$ cat config.mk
export PLATFORM = sky130hd
export DESIGN_NAME = cmbs_divider
export DESIGN_NICKNAME = d
export VERILOG_FILES = /design/src/hdl/cmbs_pkg.sv /design/src/hdl/cmbs_divider.sv
export SDC_FILE = /design/constraint.sdc
export NUM_CORES = 1
export LEC_CHECK = 0
export BUFFER_PORTS_ARGS = -buffer_cell sky130_fd_sc_hd__buf_4
export CELL_PAD_IN_SITES_DETAIL_PLACEMENT = 0
export CELL_PAD_IN_SITES_GLOBAL_PLACEMENT = 2
export CORE_MARGIN = 1.5
export CORE_UTILIZATION = 35
export CTS_CLUSTER_DIAMETER = 40
export DETAILED_ROUTE_END_ITERATION = 10
export PLACE_DENSITY = 0.77
export SLEW_MARGIN = 20
export SYNTH_ARGS = -nofsm -noshare
export SYNTH_HDL_FRONTEND = slang
export SYNTH_SLANG_ARGS = --single-unit
export TNS_END_PERCENT = 10
$ cat constraint.sdc
create_clock -name clk -period 3.5 [get_ports clk]
set_clock_uncertainty 0.2 [all_clocks]
set_input_delay 0.35 -clock clk [delete_from_list [all_inputs] [get_ports clk]]
set_output_delay 0.35 -clock clk [all_outputs]
set_load 0.05 [all_outputs]
$ cat src/hdl/cmbs_pkg.sv
// ----------------------------------------------------------------------------
// Cube map sampler package
// Shared types and constants for the cube map bilinear sampler.
// ----------------------------------------------------------------------------
package cmbs_pkg;

    localparam int COORD_W = 17;
    localparam logic [COORD_W-1:0] ONE_Q16 = 17'd65536;
    localparam logic [COORD_W-1:0] HALF_Q16 = 17'd32768;
    localparam logic [2:0] NUM_FACES = 3'd6;
    localparam logic [2:0] FACE_NEG_Z = 3'd5;

    localparam logic CMD_WRITE = 1'b0;
    localparam logic CMD_SAMPLE = 1'b1;

    localparam logic [15:0] SKY_RED = 16'd128;
    localparam logic [15:0] SKY_GREEN = 16'd179;
    localparam logic [15:0] SKY_BLUE = 16'd256;

    localparam logic REG_FACE_SIZE = 1'b0;
    localparam logic REG_MAP_VALID = 1'b1;

    // Divider request/response between sequencer and divider.
    typedef struct packed {
        logic        start;
        logic [17:0] num;
        logic [15:0] den;
    } div_req_t;

    typedef struct packed {
        logic        done;
        logic [17:0] quot;
    } div_rsp_t;

endpackage

$ cat src/hdl/cmbs_divider.sv
// ----------------------------------------------------------------------------
// Cube map sampler divider
// Restoring divider, one quotient bit per cycle, shared by both coordinates.
// ----------------------------------------------------------------------------
module cmbs_divider
(
    input  logic              clk,
    input  logic              rst_n,
    input  cmbs_pkg::div_req_t req,
    output cmbs_pkg::div_rsp_t rsp
);
    import cmbs_pkg::*;

    // Numerator is (minor+major) <= 2*major, scaled by 2^15; quotient <= 2^16.
    localparam int QW = 33;

    logic [QW-1:0] num_reg, num_next;
    logic [16:0]   rem_reg, rem_next;
    logic [15:0]   den_reg, den_next;
    logic [5:0]    cnt_reg, cnt_next;
    logic          busy_reg, busy_next;
    logic          done_reg, done_next;
    logic [17:0]   trial;

    always_comb
    begin
        num_next  = num_reg;
        rem_next  = rem_reg;
        den_next  = den_reg;
        cnt_next  = cnt_reg;
        busy_next = busy_reg;
        done_next = 1'b0;
        trial     = {rem_reg, num_reg[QW-1]} - {2'b00, den_reg};
        if (req.start)
        begin
            num_next  = {req.num, 15'd0};
            rem_next  = '0;
            den_next  = req.den;
            cnt_next  = 6'(QW);
            busy_next = 1'b1;
        end
        else if (busy_reg)
        begin
            if (!trial[17])
            begin
                rem_next = trial[16:0];
                num_next = {num_reg[QW-2:0], 1'b1};
            end
            else
            begin
                rem_next = {rem_reg[15:0], num_reg[QW-1]};
                num_next = {num_reg[QW-2:0], 1'b0};
            end
            cnt_next = cnt_reg - 6'd1;
            if (cnt_reg == 6'd1)
            begin
                busy_next = 1'b0;
                done_next = 1'b1;
            end
        end
    end

    always_ff @(posedge clk or negedge rst_n)
    begin
        if (!rst_n)
        begin
            busy_reg <= 1'b0;
            done_reg <= 1'b0;
            cnt_reg  <= '0;
        end
        else
        begin
            busy_reg <= busy_next;
            done_reg <= done_next;
            cnt_reg  <= cnt_next;
        end
    end

    always_ff @(posedge clk)
    begin
        num_reg <= num_next;
        rem_reg <= rem_next;
        den_reg <= den_next;
    end

    assign rsp.done = done_reg;
    assign rsp.quot = (num_reg[QW-1:17] != '0) ? 18'(ONE_Q16) : num_reg[17:0];

endmodule

# Yosys cells after proc, flatten, opt, wreduce, memory -nomap -nowiden
# Index checks and enable logic that the tools add are counted.
[totals]
regBits = 74
out_inout_bits = 19
[op_classes]
n_addsub = 2
eq_ne = 1
muxes = 13
n_reduce_logical = 2
[ops]
columns = ["operator", "count"]
rows = [
  ["33-bit two-way mux", 2],
  ["18-bit two-way mux", 1],
  ["18-bit by 16-bit subtractor with 18-bit output", 1],
  ["17-bit two-way mux", 1],
  ["16-bit nonzero test", 1],
  ["6-bit two-way mux", 2],
  ["1-bit two-way mux", 7],
  ["6-bit by 1-bit equality test with 1-bit output, second input constant", 1],
  ["6-bit by 1-bit subtractor with 6-bit output, second input constant", 1],
  ["2-bit nonzero test", 1],
]

# Longest topological paths before layout
# Gate-level depths: netlist of run 1.
[logic_depth]
word_depth = 4
depth_mapped = 10
mapped_depth_nobuf = 10

# Worst setup path before layout of run 1
# Ideal clock, no wire load.
[synth_path]
path_kind = "reg2reg"
start = "reg den_reg[14]"
end = "reg rem_reg[14]"
setup_time_ps = 139
t_arrival_ps = 2024
t_required_ps = 3161
path_slack_ps = 1137
path_stages_with_launch = 11
n_path_buf = 1
cell_sequence = "edfxtp_1 inv_1 ha_1 a21o_1 a211o_1 nand2_1 o221a_4 nand3_4 buf_6 a32oi_1 o31ai_1"
[synth_between]
elab_chain_cells = 2
[synth_lines]
columns = ["element", "line_no", "source"]
rows = [
  ["start, declared", "cmbs_divider.sv:19", "logic [15:0] den_reg, den_next;"],
  ["start signal, assigned", "cmbs_divider.sv:83", "den_reg <= den_next;"],
  ["18-bit by 16-bit subtractor with 18-bit output", "cmbs_divider.sv:33", "trial = {rem_reg, num_reg[QW-1]} - {2'b00, den_reg};"],
  ["17-bit two-way mux", "cmbs_divider.sv:44", "if (!trial[17])"],
  ["end signal, assigned", "cmbs_divider.sv:82", "rem_reg <= rem_next;"],
  ["end, declared", "cmbs_divider.sv:18", "logic [16:0] rem_reg, rem_next;"],
]
# No other way between the ends.
# A chain may end at the register's enable or synchronous reset.

# Worst setup path in the final report of run 1
[layout_path]
start = "reg den_reg[14]"
end = "reg rem_reg[16]"
# The elaborated chain is that of the path after synthesis.

==> summary.txt, run 1 <==
IO buf count -> 54
Synth Warn # -> 0
Max-cap check violation count -> 0
Congestion Overflow GR -> 0
H-tree levels -> 3
Vias per cell -> 4.93
Period utilization -> 77.7%
Drt drc -> 0
Total die area -> 11800 um^2
Share of cells above drive strength 1 -> 19.4%
Post-synth top flop -> edfxtp_1
Worst-path clk slew -> 80 ps
Startpoint Class -> flip-flop
Slew HR -> 52.1%
Gates resized, CTS repair -> 0
Final ANT Viol Nets -> 0
CTS Sinks -> 74
Pwr Density -> 549 nW/um^2
Post-synthesis cell count -> 372
Area Growth Syn to Fin -> 23.1%
Detailed Place HPWL -> 5.97 mm
Starting density of the core -> 36.0%
Slew Limit Fails -> 0
Register bit total from synthesis -> 74
First-pass GRT wire length -> 14.2 mm
Hold Path Depth -> 3
Largest net degree at the start of global routing -> 40
Number of flip-flops under the largest register name -> 33
Place WS -> 798 ps
Initial DRT Pass Iterations -> 5
Io pins -> 56
Setup violations, final -> 0
Die H -> 109 um
EDFF count, synth -> 34
Rows -> 38
1st-iter DRT viols -> 119
# Post-CTS Setup Buffers -> 0
R2R setup slack -> 780 ps
Crit-path max FO -> 27
Final setup margin -> 782 ps
Mapped cell area -> 3900 um^2
PnR Total Power -> 2.63 mW
Arrival @ worst endpoint -> 2820 ps
CTS Hold Bufs -> 17
DRT Wirelength -> 8.80 mm
Clock Latency Late Sink -> 350 ps
Actual slew at the worst max-slew pin -> 718 ps
Commonest non-fill, non-tap cell in the layout -> buf_4
Gr usage total -> 15.7%
Highest-count cells in the layout ignoring fill and taps -> buf_4 (58), nor2_1 (39), edfxtp_1 (34)
Die width -> 109 um
Gpl congestion -> 0.786
Met2 wire length -> 3.99 mm
Leakage -> 2.17 nW
Crit path kind -> reg2reg
Post-route core utilization -> 44.3%
Final min period -> 2720 ps
Clock Root Buffer -> clkbuf_8
Final Hold Fails -> 0
DR top layer -> met4
Post-synth cell types -> 52
Initial antenna violation count -> 0
Ant. Diodes -> 0
DR vias -> 2879
Metal-1 WL -> 4.46 mm
F_max -> 0.368 GHz
Post-Syn Nets -> 428
CTS tree -> done
Seq/Total Area, Yosys -> 47.8%
RSZ-0062 raised after global routing -> no
Cell depth of the worst flop-to-flop path -> 9
Worst path required time -> 3600 ps
Final nets -> 495
Crit end category -> flip-flop
Num CTS Buffers -> 9
Routed len/inst -> 15.1 um
Peak VDD IR -> 0.279 mV
Hold Crit Class -> in2reg
Setup_tns -> 0 ps
Status -> completed
CTS Buffer Depth -> 2
Mapped Avg Cell Area -> 10.5 um^2
Vias in the first global route -> 2781
Met3 WL -> 306 um
Async set or reset register ratio after synthesis -> 10.8%
Area of the core -> 10800 um^2
## synth_stat cells (all sizes together), types with 2 or more instances
master | count | area (um^2)
a211o | 2 | 17.5
a211oi | 7 | 52.6
a21o | 4 | 30.0
a21oi | 17 | 88.8
a22o | 18 | 158
a31oi | 2 | 12.5
and2 | 16 | 100
and3 | 3 | 18.8
and4 | 2 | 17.5
buf | 8 | 56.3
clkbuf | 11 | 41.3
dfrtp | 8 | 200
dfxtp | 32 | 641
edfxtp | 34 | 1020
ha | 18 | 225
inv | 21 | 78.8
mux2i | 21 | 210
nand2 | 25 | 93.8
nand2b | 7 | 43.8
nand3 | 10 | 62.6
nand4 | 2 | 12.5
nor2 | 39 | 146
nor2b | 2 | 12.5
nor3 | 3 | 15.0
nor4 | 7 | 43.8
o2111ai | 2 | 23.8
o21a | 4 | 30.0
o21ai | 7 | 35.0
o311ai | 7 | 114
o31ai | 2 | 15.0
xnor2 | 12 | 105
xor2 | 6 | 52.6
## worst max-delay path, stage by stage, from the launching register on
cell	delay [ps]
edfxtp_1	330
inv_1	40
ha_1	350
a21o_1	230
a211o_1	340
nand2_1	90
o221a_4	190
nand3_4	340
nor4_1	400
a211o_1	140
## final timing paths
kind | startpoint | to
max in group asynchronous | rst_n | cnt_reg[5]
min in group asynchronous | rst_n | cnt_reg[2]
min | req[16] | num_reg[15]
max | den_reg[14] | rem_reg[16]
max reg2reg | den_reg[14] | rem_reg[16]
min reg2reg | rem_reg[7] | rem_reg[7]
## report_power, final
part	leakage [nW]	switching (mW)	internal [mW]
Clock	0.105	0.335	0.400
Combinational	1.36	0.402	0.329
Sequential	0.710	0.111	1.06
Total	2.17	0.849	1.79
## cell type report
class                   count  area (um^2)
flip-flops and latches     74         1860
clock buffers               9          124
fillers                  1061         6040
inverters                  21         78.8
well taps                 140          175
repair buffers             75          606
multi-input cells         258         1860
clock inverters             7         92.6
## metrics by stage
| step | area [um^2] | hold WS (ps) | cells |
|---|---|---|---|
| 2_1_floorplan | 3900 | -146 | 372 |
| 3_3_place_gp | 4410 | -24.4 | 551 |
| 3_5_place_dp | 4410 | -23.5 | 551 |
| 4_1_cts | 4800 | 63.4 | 584 |
| 5_1_grt | 4800 | 61.7 | 584 |
| 6_report | 4800 | 89.2 | 584 |
## cells by family (layout without fill, tap and decap cells)
group	count (synthesis)	in the layout	share of synthesized area, %
muxes	21	21	5.39
and+or+nand+nor	119	119	15.1
DFF	74	74	47.8
AOI/OAI and AO/OA	80	80	16.8
adders and majority gates	19	19	6.29
xor gates and xnor gates	18	18	4.04
buffers and inverters	40	112	4.52
other	1	1	0.0962
## metal layers
metal / vias to the layer above / global-route usage, %
li1: 1470 / -
met1: 1365 / 21.5
met2: 40 / 24.3
met3: 4 / 4.88
met4: 0 / 3.67
met5: - / 0
No activity file was read; power rests on OpenSTA's default activity.
==> inputs of run 2 (changes only) <==
==> constraint.sdc (replaced) <==
create_clock -name clk -period 2.65 [get_ports clk]
set_clock_uncertainty 0.2 [all_clocks]
set_input_delay 0.265 -clock clk [delete_from_list [all_inputs] [get_ports clk]]
set_output_delay 0.265 -clock clk [all_outputs]
set_load 0.05 [all_outputs]
==> summary.txt, run 2 (same netlist as run 1, synthesis figures left out) <==
Status -> completed
Post-route core utilization -> 46.8% (+2.6 points)
Final Hold Fails -> 0 (unchanged)
Commonest non-fill, non-tap cell in the layout -> buf_4
Area Growth Syn to Fin -> 30.2%
Crit end category -> flip-flop
PnR Total Power -> 3.47 mW (+32%)
H-tree levels -> 3 (unchanged)
First-pass GRT wire length -> 14.5 mm (+2.3%)
Io pins -> 56 (unchanged)
Leakage -> 2.29 nW (+5.5%)
Gr usage total -> 16.5% (+0.77 points)
Drt drc -> 0 (unchanged)
Critical-path top delay cell -> ha_2
Post-route cell area -> 5080 um^2 (+5.8%)
Clock Latency Late Sink -> 370 ps (+20 ps)
CP bufs+invs -> 2 (+1)
Worst path required time -> 2740 ps (-860 ps)
Max-cap check violation count -> 0 (unchanged)
Largest net degree at the start of global routing -> 38 (-5.0%)
Hold slack -> 25.2 ps (-64.0 ps)
Register area -> 1860 um^2 (unchanged)
Area of the core -> 10800 um^2 (unchanged)
Vias in the first global route -> 2914 (+4.8%)
Congestion Overflow GR -> 0 (unchanged)
Rows -> 38 (unchanged)
Critical path cell sequence -> inv_1, ha_2, o211ai_1, a21oi_2, o2111ai_2, o221a_4, nand3_4, buf_6, mux2i_1, a211oi_1
Num CTS Buffers -> 9 (unchanged)
Gpl congestion -> 0.792 (+0.71%)
Pwr Density -> 683 nW/um^2 (+24%)
Worst-path clk slew -> 80 ps (about the same)
Final min period -> 2510 ps (-210 ps)
CTS tree -> done
Highest-count cells in the layout ignoring fill and taps -> buf_4 (67), nor2_1 (38), dlygate4sd3_1 (35)
Initial antenna violation count -> 0 (unchanged)
Routed len/inst -> 14.6 um (-3.4%)
F_max -> 0.399 GHz (+8.4%)
RSZ-0062 raised after global routing -> yes
1st-iter DRT viols -> 133 (+12%)
Setup violations, final -> 0 (unchanged)
Final ANT Viol Nets -> 0 (unchanged)
Die width -> 109 um (unchanged)
Initial DRT Pass Iterations -> 4 (-1)
CTS Buffer Depth -> 2 (unchanged)
Ant. Diodes -> 0 (unchanged)
Actual slew at the worst max-slew pin -> 692 ps (-26.3 ps)
Period utilization -> 94.6% (+17 points)
Slew HR -> 53.8% (+1.8 points)
Starting density of the core -> 36.0% (unchanged)
Arrival @ worst endpoint -> 2590 ps (-230 ps)
Peak VDD IR -> 0.403 mV (+44%)
Total die area -> 11800 um^2 (unchanged)
DRT Wirelength -> 8.92 mm (+1.4%)
IO buf count -> 54 (unchanged)
Crit-path max FO -> 12 (-56%)
Max incr delay on CP -> 380 ps (-20 ps)
Hold Crit Class -> in2reg
Delay-heaviest family, CP -> compound AO/OA/AOI/OAI gates
Detailed Place HPWL -> 6.11 mm (+2.3%)
Slew Limit Fails -> 0 (unchanged)
CTS Sinks -> 74 (unchanged)
Die H -> 109 um (unchanged)
Clock Root Buffer -> clkbuf_8
Fill count -> 1039 (-2.1%)
Post-place instance area -> 4500 um^2 (+2.0%)
Multi-input logic area -> 1880 um^2 (+1.1%)
DR vias -> 3032 (+5.3%)
Final nets -> 524 (+5.9%)
Startpoint Class -> flip-flop
Crit path kind -> reg2reg
Number of flip-flops under the largest register name -> 33 (unchanged)
Vias per cell -> 4.95 (+0.33%)
Share of cells above drive strength 1 -> 22.0% (+2.6 points)
run 2: cell count changes in the layout (fill, tap and decap cells not counted), moves of 2 or more:
cell,previous run,this run
buf_4,58,67
ha_1,18,16
ha_2,0,2
dlygate4sd3_1,17,35
run 2: path summary, 6_finish.rpt:
kind                            startpoint     endpoint  slack, ps  cells after the start
worst max-delay path            den_reg[4]  rem_reg[10]        140                     10
worst min-delay path               req[18]  num_reg[17]         30                      2
worst max register to register  den_reg[4]  rem_reg[10]        140                     10
worst min register to register  rem_reg[2]   rem_reg[2]        280                      2
max in group asynchronous            rst_n   cnt_reg[3]       2070                      2
min in group asynchronous            rst_n   cnt_reg[1]         40                      2
run 2: layout make-up:
type	count	share of cell area, %
Clock inverter	5	1.06
Clock buffer	11	2.78
Timing Repair Buffer	104	17.4
Tap cell	140	3.45
Multi-Input combinational cell	258	37.1
Inverter	21	1.55
Sequential cell	74	36.7
run 2: routing by layer:
metal / GRT usage, % / vias up / part of all wire, %
met5: 0 / - / 0
met4: 5.36 / 0 / 1.4
met3: 5.67 / 10 / 3.6
met2: 25.2 / 40 / 44
met1: 21.9 / 1447 / 51
li1: - / 1535 / -
run 2: metrics by stage:
stage | std cells | setup slack (ps) | setup TNS, ps
2_1_floorplan | 372 | 287 | 0
3_3_place_gp | 561 | 155 | 0
3_5_place_dp | 561 | 136 | 0
4_1_cts | 612 | 36.4 | 0
5_1_grt | 613 | -19.3 | -26.2
6_report | 613 | 142 | 0
run 2: what timing repair did:
action,in CTS,in global routing
setup endpoints to repair,0,23
resized for setup,0,9
hold buffers,35,0
buffers inserted,0,1
endpoints found under the hold margin,45,0
run 2: worst register-to-register path, stage by stage (launching register included):
cell,delay (ps)
edfxtp_1,350
inv_1,60
ha_2,380
o211ai_1,110
a21oi_2,230
o2111ai_2,170
o221a_4,330
nand3_4,100
buf_6,170
mux2i_1,90
a211oi_1,240
run 2: power breakdown:
| group | internal, mW | leakage (nW) | total [mW] | switching (mW) |
|---|---|---|---|---|
| logic | 0.491 | 1.49 | 1.04 | 0.551 |
| registers | 1.40 | 0.710 | 1.53 | 0.136 |
| clock network | 0.456 | 0.0930 | 0.893 | 0.437 |
| total | 2.34 | 2.29 | 3.47 | 1.12 |
==> inputs of run 3 (changes only) <==
--- a/config.mk
+++ b/config.mk
@@ -12,7 +12,7 @@
 export CORE_UTILIZATION = 35
 export CTS_CLUSTER_DIAMETER = 40
 export DETAILED_ROUTE_END_ITERATION = 10
-export PLACE_DENSITY = 0.77
+export PLACE_DENSITY_LB_ADDON = 0.1
 export SLEW_MARGIN = 20
 export SYNTH_ARGS = -nofsm -noshare
 export SYNTH_HDL_FRONTEND = slang
==> summary.txt, run 3 (same netlist as run 1, synthesis figures left out) <==
Status -> completed
1st-iter DRT viols -> 126 (-5.3%)
Peak VDD IR -> 0.421 mV (+4.6%)
IO buf count -> 54 (unchanged)
Crit-path max FO -> 19 (+7)
Area of the core -> 10800 um^2 (unchanged)
Actual slew at the worst max-slew pin -> 525 ps (-167 ps)
Startpoint Class -> flip-flop
Max-cap check violation count -> 0 (unchanged)
# Post-CTS Setup Buffers -> 0 (unchanged)
Gr usage total -> 15.5% (-1.0 points)
Num CTS Buffers -> 9 (unchanged)
Final setup margin -> 78.3 ps (-63.9 ps)
Leakage -> 2.26 nW (-1.5%)
R2R setup slack -> 80 ps (-60 ps)
Routed len/inst -> 14.4 um (-0.79%)
Commonest non-fill, non-tap cell in the layout -> buf_4
Period utilization -> 97.0% (+2.4 points)
P_sw -> 1.14 mW (+1.2%)
Slew Limit Fails -> 0 (unchanged)
Setup_tns -> 0 ps (unchanged)
Hold slack -> 24.1 ps (-1.09 ps)
CTS tree -> done
Cell depth of the worst flop-to-flop path -> 10 (unchanged)
Drt drc -> 0 (unchanged)
Starting density of the core -> 36.0% (unchanged)
Hold Crit Class -> in2reg
Pint -> 2.41 mW (+2.7%)
Post-Layout Cell Count -> 600 (-2.1%)
Ant. Diodes -> 0 (unchanged)
Number of flip-flops under the largest register name -> 33 (unchanged)
Initial antenna violation count -> 0 (unchanged)
Final min period -> 2570 ps (+63.9 ps)
Worst-path clk slew -> 90 ps (about the same)
H-tree levels -> 3 (unchanged)
Crit end category -> flip-flop
Vias per cell -> 4.93 (-0.29%)
Highest-count cells in the layout ignoring fill and taps -> buf_4 (66), nor2_1 (39), edfxtp_1 (34)
Area Growth Syn to Fin -> 27.5%
Pwr Density -> 713 nW/um^2 (+4.4%)
Share of cells above drive strength 1 -> 22.2% (+0.19 points)
Origin of the critical flop-to-flop path -> num_reg[32]
Arrival @ worst endpoint -> 2580 ps (about the same)
Clock Root Buffer -> clkbuf_8
Die H -> 109 um (unchanged)
Place WS -> 80.7 ps (-55.5 ps)
Part of the power in registers -> 43.4% (-0.8 points)
Comb power frac -> 28.3% (-1.8 points)
Clock network fraction of design power -> 28.3% (+2.6 points)
Detailed Place HPWL -> 6.11 mm (about the same)
DRT Wirelength -> 8.66 mm (-2.9%)
Vias in the first global route -> 2829 (-2.9%)
CP endpoint -> rem_reg[4]
CTS Buffer Depth -> 2 (unchanged)
Final nets -> 511 (-2.5%)
Gpl congestion -> 0.816 (+3.1%)
Switch share -> 32.1% (-0.31 points)
PnR Total Power -> 3.54 mW (+2.2%)
Setup violations, final -> 0 (unchanged)
Initial DRT Pass Iterations -> 4 (unchanged)
Total die area -> 11800 um^2 (unchanged)
Congestion Overflow GR -> 0 (unchanged)
Slew HR -> 65.0% (+11 points)
Post-place instance area -> 4490 um^2 (-0.17%)
DR vias -> 2959 (-2.4%)
Post-route cell area -> 4970 um^2 (-2.1%)
R2R Path End -> rem_reg[4]
CTS Sinks -> 74 (unchanged)
Placed insts -> 560 (-0.18%)
Clock Latency Late Sink -> 340 ps (-30 ps)
Final Hold Fails -> 0 (unchanged)
Rows -> 38 (unchanged)
Largest net degree at the start of global routing -> 46 (+21%)
Io pins -> 56 (unchanged)
Final ANT Viol Nets -> 0 (unchanged)
First-pass GRT wire length -> 14.0 mm (-3.7%)
RSZ-0062 raised after global routing -> yes
Crit path kind -> reg2reg
Worst path required time -> 2660 ps (-80 ps)
Crit path from -> num_reg[32]
Post-route core utilization -> 45.9% (-0.97 points)
F_max -> 0.389 GHz (-2.5%)
Die width -> 109 um (unchanged)
## run 3: worst max-delay path, cell delays in order, from the launching register on
cell	delay, ps
edfxtp_1	390
inv_1	60
ha_1	210
nand2b_1	170
a21oi_2	240
o2111ai_2	190
o221a_4	350
nand3_4	90
buf_12	170
mux2i_1	260
a211oi_1	100
## run 3: layout make-up
class,instances,area [um^2]
clock buffers,9,124
clock inverters,7,100
fillers,1072,5870
inverters,21,78.8
multi-input cells,258,1880
flip-flops and latches,74,1860
well taps,140,175
repair buffers,91,756
## run 3: repair_timing
action / in CTS / in global routing
setup endpoints to repair: 0 / 15
gates resized for setup: 0 / 5
hold buffers: 23 / 1
endpoints found under the hold margin: 30 / 1
## run 3: how the worst min path moves through the flow
stage | startpoint | slack [ps] | end | depth (start not counted)
final | req[26] | 20 | num_reg[25] | 2
after global routing | req[30] | 4 | num_reg[29] | 2
after CTS | req[29] | 1 | num_reg[28] | 2
after detailed placement | rst_n | -110 | cnt_reg[2] | 1
after global placement | rst_n | -110 | cnt_reg[2] | 1
after floorplan | rst_n | -230 | busy_reg | 0
## run 3: routing by layer
layer	track usage [%]	wire length (um)
met1	21.7	4420
met5	0	0
met3	3.38	292
met4	5.17	76
met2	23.6	3880
## run 3: power by group through the flow
stage	clock, mW	sequential (mW)	combinational, mW
floorplan	0	1.51	0.749
global placement	0	1.56	0.974
detailed placement	0	1.56	0.976
CTS	1.04	1.54	1.01
global route	1.09	1.57	1.12
finish	1.00	1.54	1.00
